==> src/bwsc_queue.sv <==
`timescale 1ns / 1ps
// ----------------------------------------------------------------------------
// bwsc_queue
// Two-entry queue that decouples the front end from the test engine.
// ----------------------------------------------------------------------------
module bwsc_queue #(
    parameter int W = 8
) (
    input  logic         i_clk,
    input  logic         i_rst_n,
    input  logic         i_push,
    input  logic [W-1:0] i_data,
    output logic         o_full,
    output logic         o_valid,
    input  logic         i_pop,
    output logic [W-1:0] o_data
);

    localparam int DEPTH = 2;

    logic [W-1:0] r_mem [DEPTH];
    logic         r_wr_ptr;
    logic         r_rd_ptr;
    logic [1:0]   r_cnt;
    logic         w_do_push;
    logic         w_do_pop;

    assign o_full    = (r_cnt == 2'(DEPTH));
    assign o_valid   = (r_cnt != 2'd0);
    assign o_data    = r_mem[r_rd_ptr];
    assign w_do_push = i_push && !o_full;
    assign w_do_pop  = i_pop && o_valid;

    always_ff @(posedge i_clk) begin
        if (!i_rst_n) begin
            r_wr_ptr <= 1'b0;
            r_rd_ptr <= 1'b0;
            r_cnt    <= 2'd0;
        end else begin
            if (w_do_push) begin
                r_wr_ptr <= !r_wr_ptr;
            end
            if (w_do_pop) begin
                r_rd_ptr <= !r_rd_ptr;
            end
            if (w_do_push && !w_do_pop) begin
                r_cnt <= r_cnt + 2'd1;
            end else if (w_do_pop && !w_do_push) begin
                r_cnt <= r_cnt - 2'd1;
            end
        end
    end

    always_ff @(posedge i_clk) begin
        if (w_do_push) begin
            r_mem[r_wr_ptr] <= i_data;
        end
    end

endmodule

==> config.mk <==
export PLATFORM = sky130hd
export DESIGN_NAME = bwsc_queue
export DESIGN_NICKNAME = d
export VERILOG_FILES = /design/src/bwsc_queue.sv
export SDC_FILE = /design/constraint.sdc
export NUM_CORES = 1
export LEC_CHECK = 0
export BUFFER_PORTS_ARGS = -buffer_cell sky130_fd_sc_hd__clkbuf_2
export CORE_MARGIN = 2
export CORE_UTILIZATION = 40
export CTS_CLUSTER_SIZE = 30
export DETAILED_ROUTE_END_ITERATION = 7
export GPL_ROUTABILITY_DRIVEN = 0
export MAX_ROUTING_LAYER = met4
export PLACE_DENSITY = 0.72
export SLEW_MARGIN = 20
export SYNTH_ARGS = -nofsm -noshare
export SYNTH_HDL_FRONTEND = slang
export SYNTH_SLANG_ARGS = --single-unit
==> constraint.sdc <==
create_clock -name i_clk -period 1.7 [get_ports i_clk]
set_input_delay 0.085 -clock i_clk [delete_from_list [all_inputs] [get_ports i_clk]]
set_output_delay 0.085 -clock i_clk [all_outputs]
set_load 0.1 [all_outputs]
# Word-level counts from Yosys, hierarchy flattened
# Memories as Yosys holds them, arrays and structs flattened. A register that Yosys moved wholly into a read port is not among the register bits.
# Cells that the tools add are included.
[classes]
n_reduce_logical = 11
n_addsub = 2
muxes = 6
n_eq_ne = 1
[ops]
columns = ["op", "count"]
rows = [
  ["logical NOT 1 bit", 5],
  ["logical AND 1 bit", 4],
  ["two-way mux 1 bit", 4],
  ["two-way mux 2 bit", 2],
  ["nonzero test 2 bit", 2],
  ["adder 2 x 1 -> 2 bit, second input constant", 1],
  ["equality test 2 bit, second input constant", 1],
  ["subtractor 2 x 1 -> 2 bit, second input constant", 1],
]
[totals]
out_inout_bits = 10
wordCells = 24
mem_bits_rw = 16
inputBits = 12
memories = 1
ff_bits = 4
[memory_table]
columns = ["memory", "depth", "word_bits", "read_ports", "rd_ports_with_merged_regs", "wr", "line", "source"]
rows = [
  ["r_mem", 2, 8, 1, 1, 1, "21", "logic [W-1:0] r_mem [DEPTH];"],
]

# Logic depth before layout (Yosys ltp)
# Gate-level depths: netlist of run 1.
[logic_depth]
ltp_word = 7
depth_mapped = 7
depth_no_buf = 7

# Least setup slack after synthesis of run 1
# No wires, ideal clock.
[synth_path]
kind = "reg2reg"
from = "reg r_cnt[0]"
to = "reg r_cnt[1]"
path_slack_ns = -0.392
path_buffers = 0
stages_incl_launch_ff = 7
setup_time_ns = 0.070
period_less_slack_ns = 2.092
required_ns = 1.630
arrival_ns = 2.022
path_cell_list = "dfxtp_1 > nand2b_1 > inv_1 > nor2_1 > ha_1 > or3_1 > a21oi_1"
[synth_via]
elab_chain_len = 6
word_cells_on_any_way = 14
classes_between = "add/sub: 2; eq/ne: 1; mux: 2; reduce/logical: 9"
[synth_rtl]
columns = ["element", "line", "source"]
rows = [
  ["start: declaration", "24", "logic [1:0] r_cnt;"],
  ["start signal: assignment", "47", "r_cnt <= r_cnt + 2'd1;"],
  ["start signal: assignment", "49", "r_cnt <= r_cnt - 2'd1;"],
  ["equality test 2 bit *", "28", "assign o_full = (r_cnt == 2'(DEPTH));"],
  ["via o_full", "13", "output logic o_full,"],
  ["logical NOT 1 bit *", "31", "assign w_do_push = i_push && !o_full;"],
  ["logical AND 1 bit *", "31", ""],
  ["logical NOT 1 bit", "48", "end else if (w_do_pop && !w_do_push) begin"],
  ["logical AND 1 bit", "48", ""],
  ["nonzero test 2 bit (no source line)", "-", ""],
]
# Mark *: on every way through the listed nets, which the timed path passes. The rest lies on a longest branch. The select of a mux whose other input is x is not followed.
# A chain may end at the register's enable or synchronous reset.

# Worst setup path after layout of run 1
[layout_path]
from = "reg r_cnt[0]"
to = "reg r_cnt[1]"
[layout_via]
elab_chain_len = 6
word_cells_on_any_way = 14
classes_between = "add/sub: 2; eq/ne: 1; mux: 2; reduce/logical: 9"
[layout_rtl]
columns = ["element", "line"]
rows = [
  ["equality test 2 bit", "28"],
  ["logical NOT 1 bit", "31"],
  ["logical AND 1 bit", "31"],
  ["logical NOT 1 bit", "48"],
  ["logical AND 1 bit", "48"],
  ["nonzero test 2 bit (no source line)", "-"],
]
# Several ways; a longest one is shown, not always the timed one. The select of a mux whose other input is x is not followed.

==> results of run 1 <==
[routing by layer]
layer | track usage | up-vias | wire [um]
li1 | - | 248 | -
met1 | 0.1356 | 237 | 510
met2 | 0.2009 | 12 | 664
met3 | 0.03374 | 0 | 46
met4 | 0.05714 | 0 | 0
met5 | - | - | 0
[timing repair]
action,in CTS,in global routing
resized for setup,1,1
endpoints found under the setup margin,1,7
hold buffers,8,0
hold endpoints to repair,16,0
[worst min-delay path by stage]
stage / from / end / slack (ps) / cells past startpoint
floorplan: i_data[0] / r_mem[0][0]$_DFFE_PP_ / 180 / 0
global placement: i_data[1] / r_mem[0][1]$_DFFE_PP_ / 270 / 1
detailed placement: i_data[1] / r_mem[1][1]$_DFFE_PP_ / 280 / 1
CTS: i_rst_n / r_wr_ptr$_SDFFE_PN0N_ / 7 / 2
global route: i_rst_n / r_wr_ptr$_SDFFE_PN0N_ / 10 / 2
finish: i_rst_n / r_wr_ptr$_SDFFE_PN0N_ / 10 / 2
[state kept, by name, indices dropped and copies added, names as in the netlist, named ones only]
register,count
r_mem,16
r_rd_ptr,1
r_wr_ptr,1
r_cnt,2
[cells by family (layout without fill, tap and decap cells)]
kind of cell             count (synthesis)  count (layout)  share of synthesized area
flip-flops                              21              21                     0.7205
buffers and inverters                    4              37                    0.02018
XOR/XNOR                                 3               3                    0.03261
AO/OA/AOI/OAI                            5               5                    0.03727
adder cells (fa/ha/maj)                  1               1                    0.01553
multiplexers                             8               8                     0.1118
AND/OR/NAND/NOR                          9               9                    0.06213
[through the flow]
stage	instance area [sq um]	setup slack, ps
finish	1070	113.0
global placement	959.7	220.9
global route	1070	6.453
detailed placement	959.7	141.2
CTS	1069	2.181
floorplan	818.3	-200.8
[area by class of cell]
cell class                 count  share of cell area
sequential                    21              0.5450
multi-input combinational     26              0.2023
timing repair buffer          30              0.1825
tap                           27             0.03158
clock buffer                   4             0.02456
inverter                       3             0.01404
[cell usage in the layout (no fill, tap or decap), types with 2 or more instances in the layout]
cell and n:
inv_1 2, dfxtp_1 3, nor2_1 4, clkbuf_2 20
dlygate4sd3_1 8, mux2_2 8, dfxtp_2 2, edfxtp_1 16
o21ai_0 2, xor2_1 3, clkbuf_4 4
==> out/metrics.yaml, run 1 <==
detailed_routing:
  drtIter0Drc: 8
  vias: 497
  wl_per_cell_um: 11.00
  ant_nets: 0
  drt_wl_total_mm: 1.221
  vias_per_cell: 4.477
  drc: 0
  drt_first_pass_iters: 4
clock_tree:
  clk_latency_ps: 290
  htreeDepth: 1
  root_buffer: "clkbuf_4"
  cts_tree: "done"
  clk_pin_slew_worst_paths_ps: 100
  post_cts_buffers: 0
  numCtsBuffers: 3
  cts_buffer_depth: 2
  clock_sinks: 21
die:
  rows: 16
  coreArea_sq_mm: 0.001922
  start_util: 0.4193
  dieArea_sq_mm: 0.002389
  die_w_um: 48.88
  io_pins: 22
  die_y_um: 48.88
global_route:
  overflow: 0
  grt_start_max_net_pins: 12
  antenna_found_initial: 0
  grt_usage: 0.1213
  grt_pass1_wl_mm: 2.111
  grt_pass1_vias: 509
setup_path:
  max_stage_delay_ps: 390
  r2r-start: "r_cnt[0]$_SDFFE_PN0P_"
  path_delay_family: "simple AND/OR/NAND/NOR gates"
  cp_num_buf_inv: 1
  cp_slowest_cell: "dfxtp_2"
  worstPathMaxFanout: 5
  critPathLaunchType: "flop"
  rrSetupSlack_ps: 110
  crit_cells: 7
  cp-endpoint: "r_cnt[1]$_SDFFE_PN0P_"
  critical_path_required_ps: 1920
  criticalPathCategory: "reg2reg"
  cp-end-kind: "flop"
  startpoint: "r_cnt[0]$_SDFFE_PN0P_"
  arrival_ps: 1810
  cp_cell_sequence: "nand2b_4 > clkinvlp_4 > nor2_1 > ha_1 > xor2_1 > or3_1 > a21oi_1"
  reg2regPathDepth: 7
  r2r-end: "r_cnt[1]$_SDFFE_PN0P_"
timing:
  setup_tns_ps: 0
  clock_skew_ps: 1.092
  holdWs_ps: 10.78
  worst_slew_pin_slew_ps: 540.3
  rsz0062_at_grt: "no"
  maxSlewViolCount: 0
  timing.fmax_mhz: 630.1
  period_needed_ps: 1587
  setup_viol: 0
  slew_headroom: 0.6414
  timing_hold_violations_final: 0
  fin_crit_sh: 0.9335
run:
  drv_cap: 0
cells_and_area:
  areaGrowthSynthToFinish_pct: 32.76
  fin_nets: 98
  fillerInstances: 180
  multi_input_area_sq_um: 216.5
  diodes: 0
  drive_gt1_frac: 0.4643
  seqCellArea_sq_um: 583.1
  postLayoutCoreUtil: 0.5566
  stdcell_count: 111
synth:
  synth_top_area_frac: 0.5963
  avgSynthCellArea_sq_um: 15.80
  ys_ff_latch: 21
  synth_nets: 64
  async_flop_share: 0
  synth_common_cells: "edfxtp_1 (16), mux2_2 (8), dfxtp_1 (5)"
  yosys_warnings: 0
  synth_top_cell_by_area: "edfxtp_1"
  syn_inst: 51
  synth.area.top_cells: "edfxtp_1 (60%), dfxtp_1 (12%), mux2_2 (11%)"
  synth_ff_type: "edfxtp_1"
  ys_types: 17
  synth-edff-count: 16
  synth_area_sq_um: 805.8
  yosysMostFrequentCell: "edfxtp_1"
  ys_seq_area_frac: 0.7205
placement:
  dp_cells: 99
  io_buffers: 21
worst_hold_path:
  hp-class: "in2reg"
run_status:
  status: "completed"
Power of run 1 is not shown: default switching activity piles up to over one toggle a cycle in this logic, so the estimate is an artifact.
==> run 2: changes to the inputs <==
- CORE_UTILIZATION: 40 -> 32
- PLACE_DENSITY: 0.72 -> 0.61
==> run 2 against run 1 <==
Global-route usage down 1.8 points. Sequential share of layout area down 1.0 points. Cell count up 4.5%. Critical path depth down 5. First-iteration DRC count down 38%. Design area up 1.9%. Utilization down 11 points. Non-clock buffer count up 2. Flip-flop and latch count unchanged. Register-to-register slack better by 40 ps. Worst setup slack better by 21 ps. Critical path type is now reg2out. Largest cell class unchanged.
==> out/metrics.yaml, run 2 (same netlist as run 1, synthesis figures left out) <==
die:
  die_w_um: 54.18
  coreArea_sq_mm: 0.002432
  die_y_um: 54.18
  start_util: 0.3313
  io_pins: 22
  rows: 18
  dieArea_sq_mm: 0.002935
detailed_routing:
  wl_met3_um: 100
  vias: 497
  wl_per_cell_um: 10.64
  drc: 0
  top_layer: "met4"
  wl_met1_um: 521
  ant_nets: 0
  drt_wl_total_mm: 1.234
  vias_per_cell: 4.284
  dr_wl_met2_um: 600
  drtIter0Drc: 5
  drt_first_pass_iters: 4
cells_and_area:
  regMostFlops: "r_mem"
  fin_nets: 100
  drive_gt1_frac: 0.4767
  finish.instance_area_sq_mm: 0.001090
  final_cell_mix: "clkbuf_2 (21), edfxtp_1 (16), dlygate4sd3_1 (9)"
  areaGrowthSynthToFinish_pct: 35.25
  layout_commonest_cell: "clkbuf_2"
  largest_reg_flops: 16
  diodes: 0
  largestRegisters: "r_mem (16), r_cnt (2)"
clock_tree:
  cts_tree: "done"
  clock_sinks: 21
  clk_pin_slew_worst_paths_ps: 110
  post_cts_buffers: 0
  clk_latency_ps: 290
  htreeDepth: 1
  cts_buffer_depth: 2
  root_buffer: "clkbuf_4"
  numCtsBuffers: 3
timing:
  timing_hold_violations_final: 0
  worst_slew_pin_slew_ps: 541.6
  clock_skew_ps: 2.531
  setup_viol: 0
  slew_headroom: 0.6405
  maxSlewViolCount: 0
  holdWs_ps: 155.0
  fin_crit_sh: 0.9211
  rsz0062_at_grt: "no"
  timing.fmax_mhz: 638.6
  period_needed_ps: 1566
placement:
  dp_hpwl_um: 912.1
  io_buffers: 21
  dpl-instance-area_sq_um: 970.9
setup_path:
  max_stage_delay_ps: 460
  rrSetupSlack_ps: 150
  r2r-end: "r_cnt[1]$_SDFFE_PN0P_"
  reg2regPathDepth: 5
  cp-end-kind: "output port"
  path_delay_family: "flip-flops"
  r2r-start: "r_cnt[1]$_SDFFE_PN0P_"
  crit_cells: 2
  critical_path_required_ps: 1620
  cp-endpoint: "o_data[4]"
  criticalPathCategory: "reg2out"
  arrival_ps: 1480
  worstPathMaxFanout: 8
  critPathLaunchType: "flop"
  cp_num_buf_inv: 1
  cp_cell_sequence: "mux2_2 > clkbuf_2"
  cp_slowest_cell: "dfxtp_2"
global_route:
  grt_start_max_net_pins: 13
  grt_usage: 0.1036
  grt_pass1_vias: 497
  overflow: 0
  antenna_found_initial: 0
  grt_pass1_wl_mm: 1.973
run:
  drv_cap: 0
run_status:
  status: "completed"
worst_hold_path:
  hp-class: "in2reg"
-- run 2: how the worst min path moves through the flow --
stage	startpoint	endpoint	slack (ps)	depth (start not counted)
after CTS	i_push	r_wr_ptr$_SDFFE_PN0N_	150	3
after global routing	i_push	r_wr_ptr$_SDFFE_PN0N_	170	3
final	i_push	r_wr_ptr$_SDFFE_PN0N_	150	3
after detailed placement	i_data[2]	r_mem[1][2]$_DFFE_PP_	280	1
after floorplan	i_data[0]	r_mem[0][0]$_DFFE_PP_	180	0
after global placement	i_data[2]	r_mem[1][2]$_DFFE_PP_	280	1
-- run 2: through the flow --
step	utilization	setup TNS (ps)	instances	setup slack (ps)
after floorplan	-	-1323	51	-200.8
after global placement	0.3992	0	103	229.5
after detailed placement	0.3992	0	103	162.0
after CTS	0.4480	0	116	109.1
after global routing	0.4480	0	116	23.35
final	0.4480	0	116	134.2
-- run 2: cell type report --
| type | count | area [sq um] |
|---|---|---|
| Clock buffer | 3 | 22.52 |
| Clock inverter | 1 | 5.005 |
| Fill cell | 238 | 1343 |
| Inverter | 3 | 15.01 |
| Multi-Input combinational cell | 26 | 216.5 |
| Sequential cell | 21 | 583.1 |
| Tap cell | 30 | 37.54 |
| Timing Repair Buffer | 32 | 210.2 |
-- run 2: what timing repair did --
item,in CTS,in global routing
endpoints found under the setup margin,8,0
hold endpoints to repair,17,0
hold buffers,9,0
gates resized for setup,1,0
-- run 2: layer usage --
| metal | GRT usage | vias up |
|---|---|---|
| li1 | - | 253 |
| met1 | 0.09790 | 226 |
| met2 | 0.1627 | 16 |
| met3 | 0.05833 | 2 |
| met4 | 0.06250 | 0 |
| met5 | - | - |
-- run 2: worst register-to-register path: stages, from the launching register on --
cell and delay (ps):
dfxtp_1 380, o21ai_0 320, ha_1 240, xor2_1 80, or3_1 360, a21oi_1 120
Power of run 2 is left out for the same reason.
==> run 3: changes to the inputs <==
- ABC_AREA: unset -> 1
- CAP_MARGIN: unset -> 10
==> run 3 against run 2 <==
Synthesized cell count rose by 22%. Count of clock-buffer cells in the layout rose by 1. Highest routed layer unchanged. Utilization fell by 0.51 points. Critical path type unchanged. Area after synthesis rose by 2.3%. Flip-flop and latch count did not move.
==> out/metrics.yaml, run 3 <==
synth:
  synth_area_sq_um: 824.5
  ys_ff_latch: 21
  synth_top_area_frac: 0.5827
  ys_seq_area_frac: 0.7041
  async_flop_share: 0
  synth_ff_type: "edfxtp_1"
  yosys_warnings: 0
  synth-edff-count: 16
  avgSynthCellArea_sq_um: 13.30
  synth.area.top_cells: "edfxtp_1 (58%), dfxtp_1 (12%), mux2_2 (11%)"
  ys_types: 16
  synth_common_cells: "edfxtp_1 (16), nor2_1 (9), mux2_2 (8)"
  synth_top_cell_by_area: "edfxtp_1"
  synth_nets: 75
  yosysMostFrequentCell: "edfxtp_1"
  syn_inst: 62
cells_and_area:
  largest_reg_flops: 16
  final_cell_mix: "clkbuf_2 (21), edfxtp_1 (16), mux2_2 (8), nor2_1 (8), dlygate4sd3_1 (8)"
  diodes: 0
  regMostFlops: "r_mem"
  finish.instance_area_sq_mm: 0.001087
  areaGrowthSynthToFinish_pct: 31.87
  fillerInstances: 236
  fin_nets: 110
  drive_gt1_frac: 0.4167
  layout_commonest_cell: "clkbuf_2"
  seqCellArea_sq_um: 581.8
  postLayoutCoreUtil: 0.4429
  largestRegisters: "r_mem (16), r_cnt (2)"
  multi_input_area_sq_um: 211.5
placement:
  dpl-instance-area_sq_um: 979.7
  dp_hpwl_um: 958.4
  io_buffers: 21
timing:
  timing_hold_violations_final: 0
  period_needed_ps: 1567
  slew_headroom: 0.6390
  maxSlewViolCount: 0
  timing.fmax_mhz: 638.1
  setup_tns_ps: 0
  rsz0062_at_grt: "no"
  fin_crit_sh: 0.9219
  worst_slew_pin_slew_ps: 543.8
  setup_viol: 0
  holdWs_ps: 32.61
  clock_skew_ps: 7.730
clock_tree:
  clock_sinks: 21
  clk_latency_ps: 290
  root_buffer: "clkbuf_4"
  cts_buffer_depth: 2
  clk_pin_slew_worst_paths_ps: 110
  htreeDepth: 1
  post_cts_buffers: 0
  cts_tree: "done"
  numCtsBuffers: 3
die:
  rows: 18
  io_pins: 22
  die_y_um: 54.76
  dieArea_sq_mm: 0.002999
  coreArea_sq_mm: 0.002455
  die_w_um: 54.76
  start_util: 0.3359
worst_hold_path:
  hp-class: "in2reg"
pwr:
  power.density_mw_per_mm2: 1786
  irDropWorstVdd_uv: 1073
  p_leak_nw: 0.4553
detailed_routing:
  drtIter0Drc: 8
  vias: 534
  vias_per_cell: 4.238
  drc: 0
  drt_wl_total_mm: 1.346
  ant_nets: 0
  drt_first_pass_iters: 4
  wl_per_cell_um: 10.68
global_route:
  overflow: 0
  grt_pass1_vias: 501
  grt_usage: 0.09656
  grt_pass1_wl_mm: 1.925
  grt_start_max_net_pins: 12
  antenna_found_initial: 0
setup_path:
  arrival_ps: 1480
  critical_path_required_ps: 1620
  criticalPathCategory: "reg2out"
  worstPathMaxFanout: 8
  critPathLaunchType: "flop"
  cp-end-kind: "output port"
run_status:
  status: "completed"
run:
  drv_cap: 0
run 3: cell types whose count changed in the layout (fill, tap and decap cells not counted), sizes merged, moves of 3 or more:
cell,delta
nand2,+7
nor2,+5
inv,+6
xor2,-3
run 3: metal layers:
| metal | wire (um) | GRT usage |
|---|---|---|
| met1 | 574 | 0.09689 |
| met2 | 682 | 0.1706 |
| met3 | 82 | 0.02459 |
| met4 | 6 | 0.05000 |
| met5 | 0 | - |
run 3: final cells by class:
type / count / share of cell area
sequential: 21 / 0.5351
multi-input combinational: 32 / 0.1945
timing repair buffer: 31 / 0.1841
tap: 30 / 0.03452
inverter: 8 / 0.02762
clock buffer: 4 / 0.02417
run 3: final timing paths:
kind	startpoint	to	slack [ps]	depth (start not counted)
max	flop	o_data[3]	130	2
min	i_rst_n	r_cnt[1]$_SDFFE_PN0P_	30	3
max reg2reg	r_cnt[0]$_SDFFE_PN0P_	r_cnt[1]$_SDFFE_PN0P_	280	8
min reg2reg	r_wr_ptr$_SDFFE_PN0N_	r_wr_ptr$_SDFFE_PN0N_	510	2
run 3: critical path, cell delays in order, from the launching register on:
cell and delay (ps):
dfxtp_2 460, mux2_2 360, clkbuf_2 370
run 3: cells by family (layout without fill, tap and decap cells):
logic type               count (synthesis)  after routing  synth area share
adder cells (fa/ha/maj)                  1              1           0.01517
AO/OA/AOI/OAI                            5              5           0.03945
buffers and inverters                    9             43           0.04248
flip-flops                              21             21            0.7041
multiplexers                             8              8            0.1093
AND/OR/NAND/NOR                         18             18           0.08953
run 3: what timing repair did:
action                     4_1_cts  5_1_grt
setup endpoints to repair        8        0
hold endpoints to repair        16        0
resized for setup                1        0
hold buffers                     8        0
run 3: through the flow:
step / instances / worst slack, ps / power [mW]
3_3_place_gp: 114 / 314.3 / 1.708
5_1_grt: 126 / 65.64 / 2.037
4_1_cts: 126 / 102.0 / 1.966
3_5_place_dp: 114 / 278.5 / 1.718
2_1_floorplan: 62 / 405.1 / 1.572
6_report: 126 / 132.8 / 1.942
run 3: report_power, final:
part / internal, mW / switching, mW
Clock: 0.0912 / 0.138
Combinational: 0.208 / 0.783
Sequential: 0.656 / 0.0653
No activity file was read; power rests on OpenSTA's default activity.
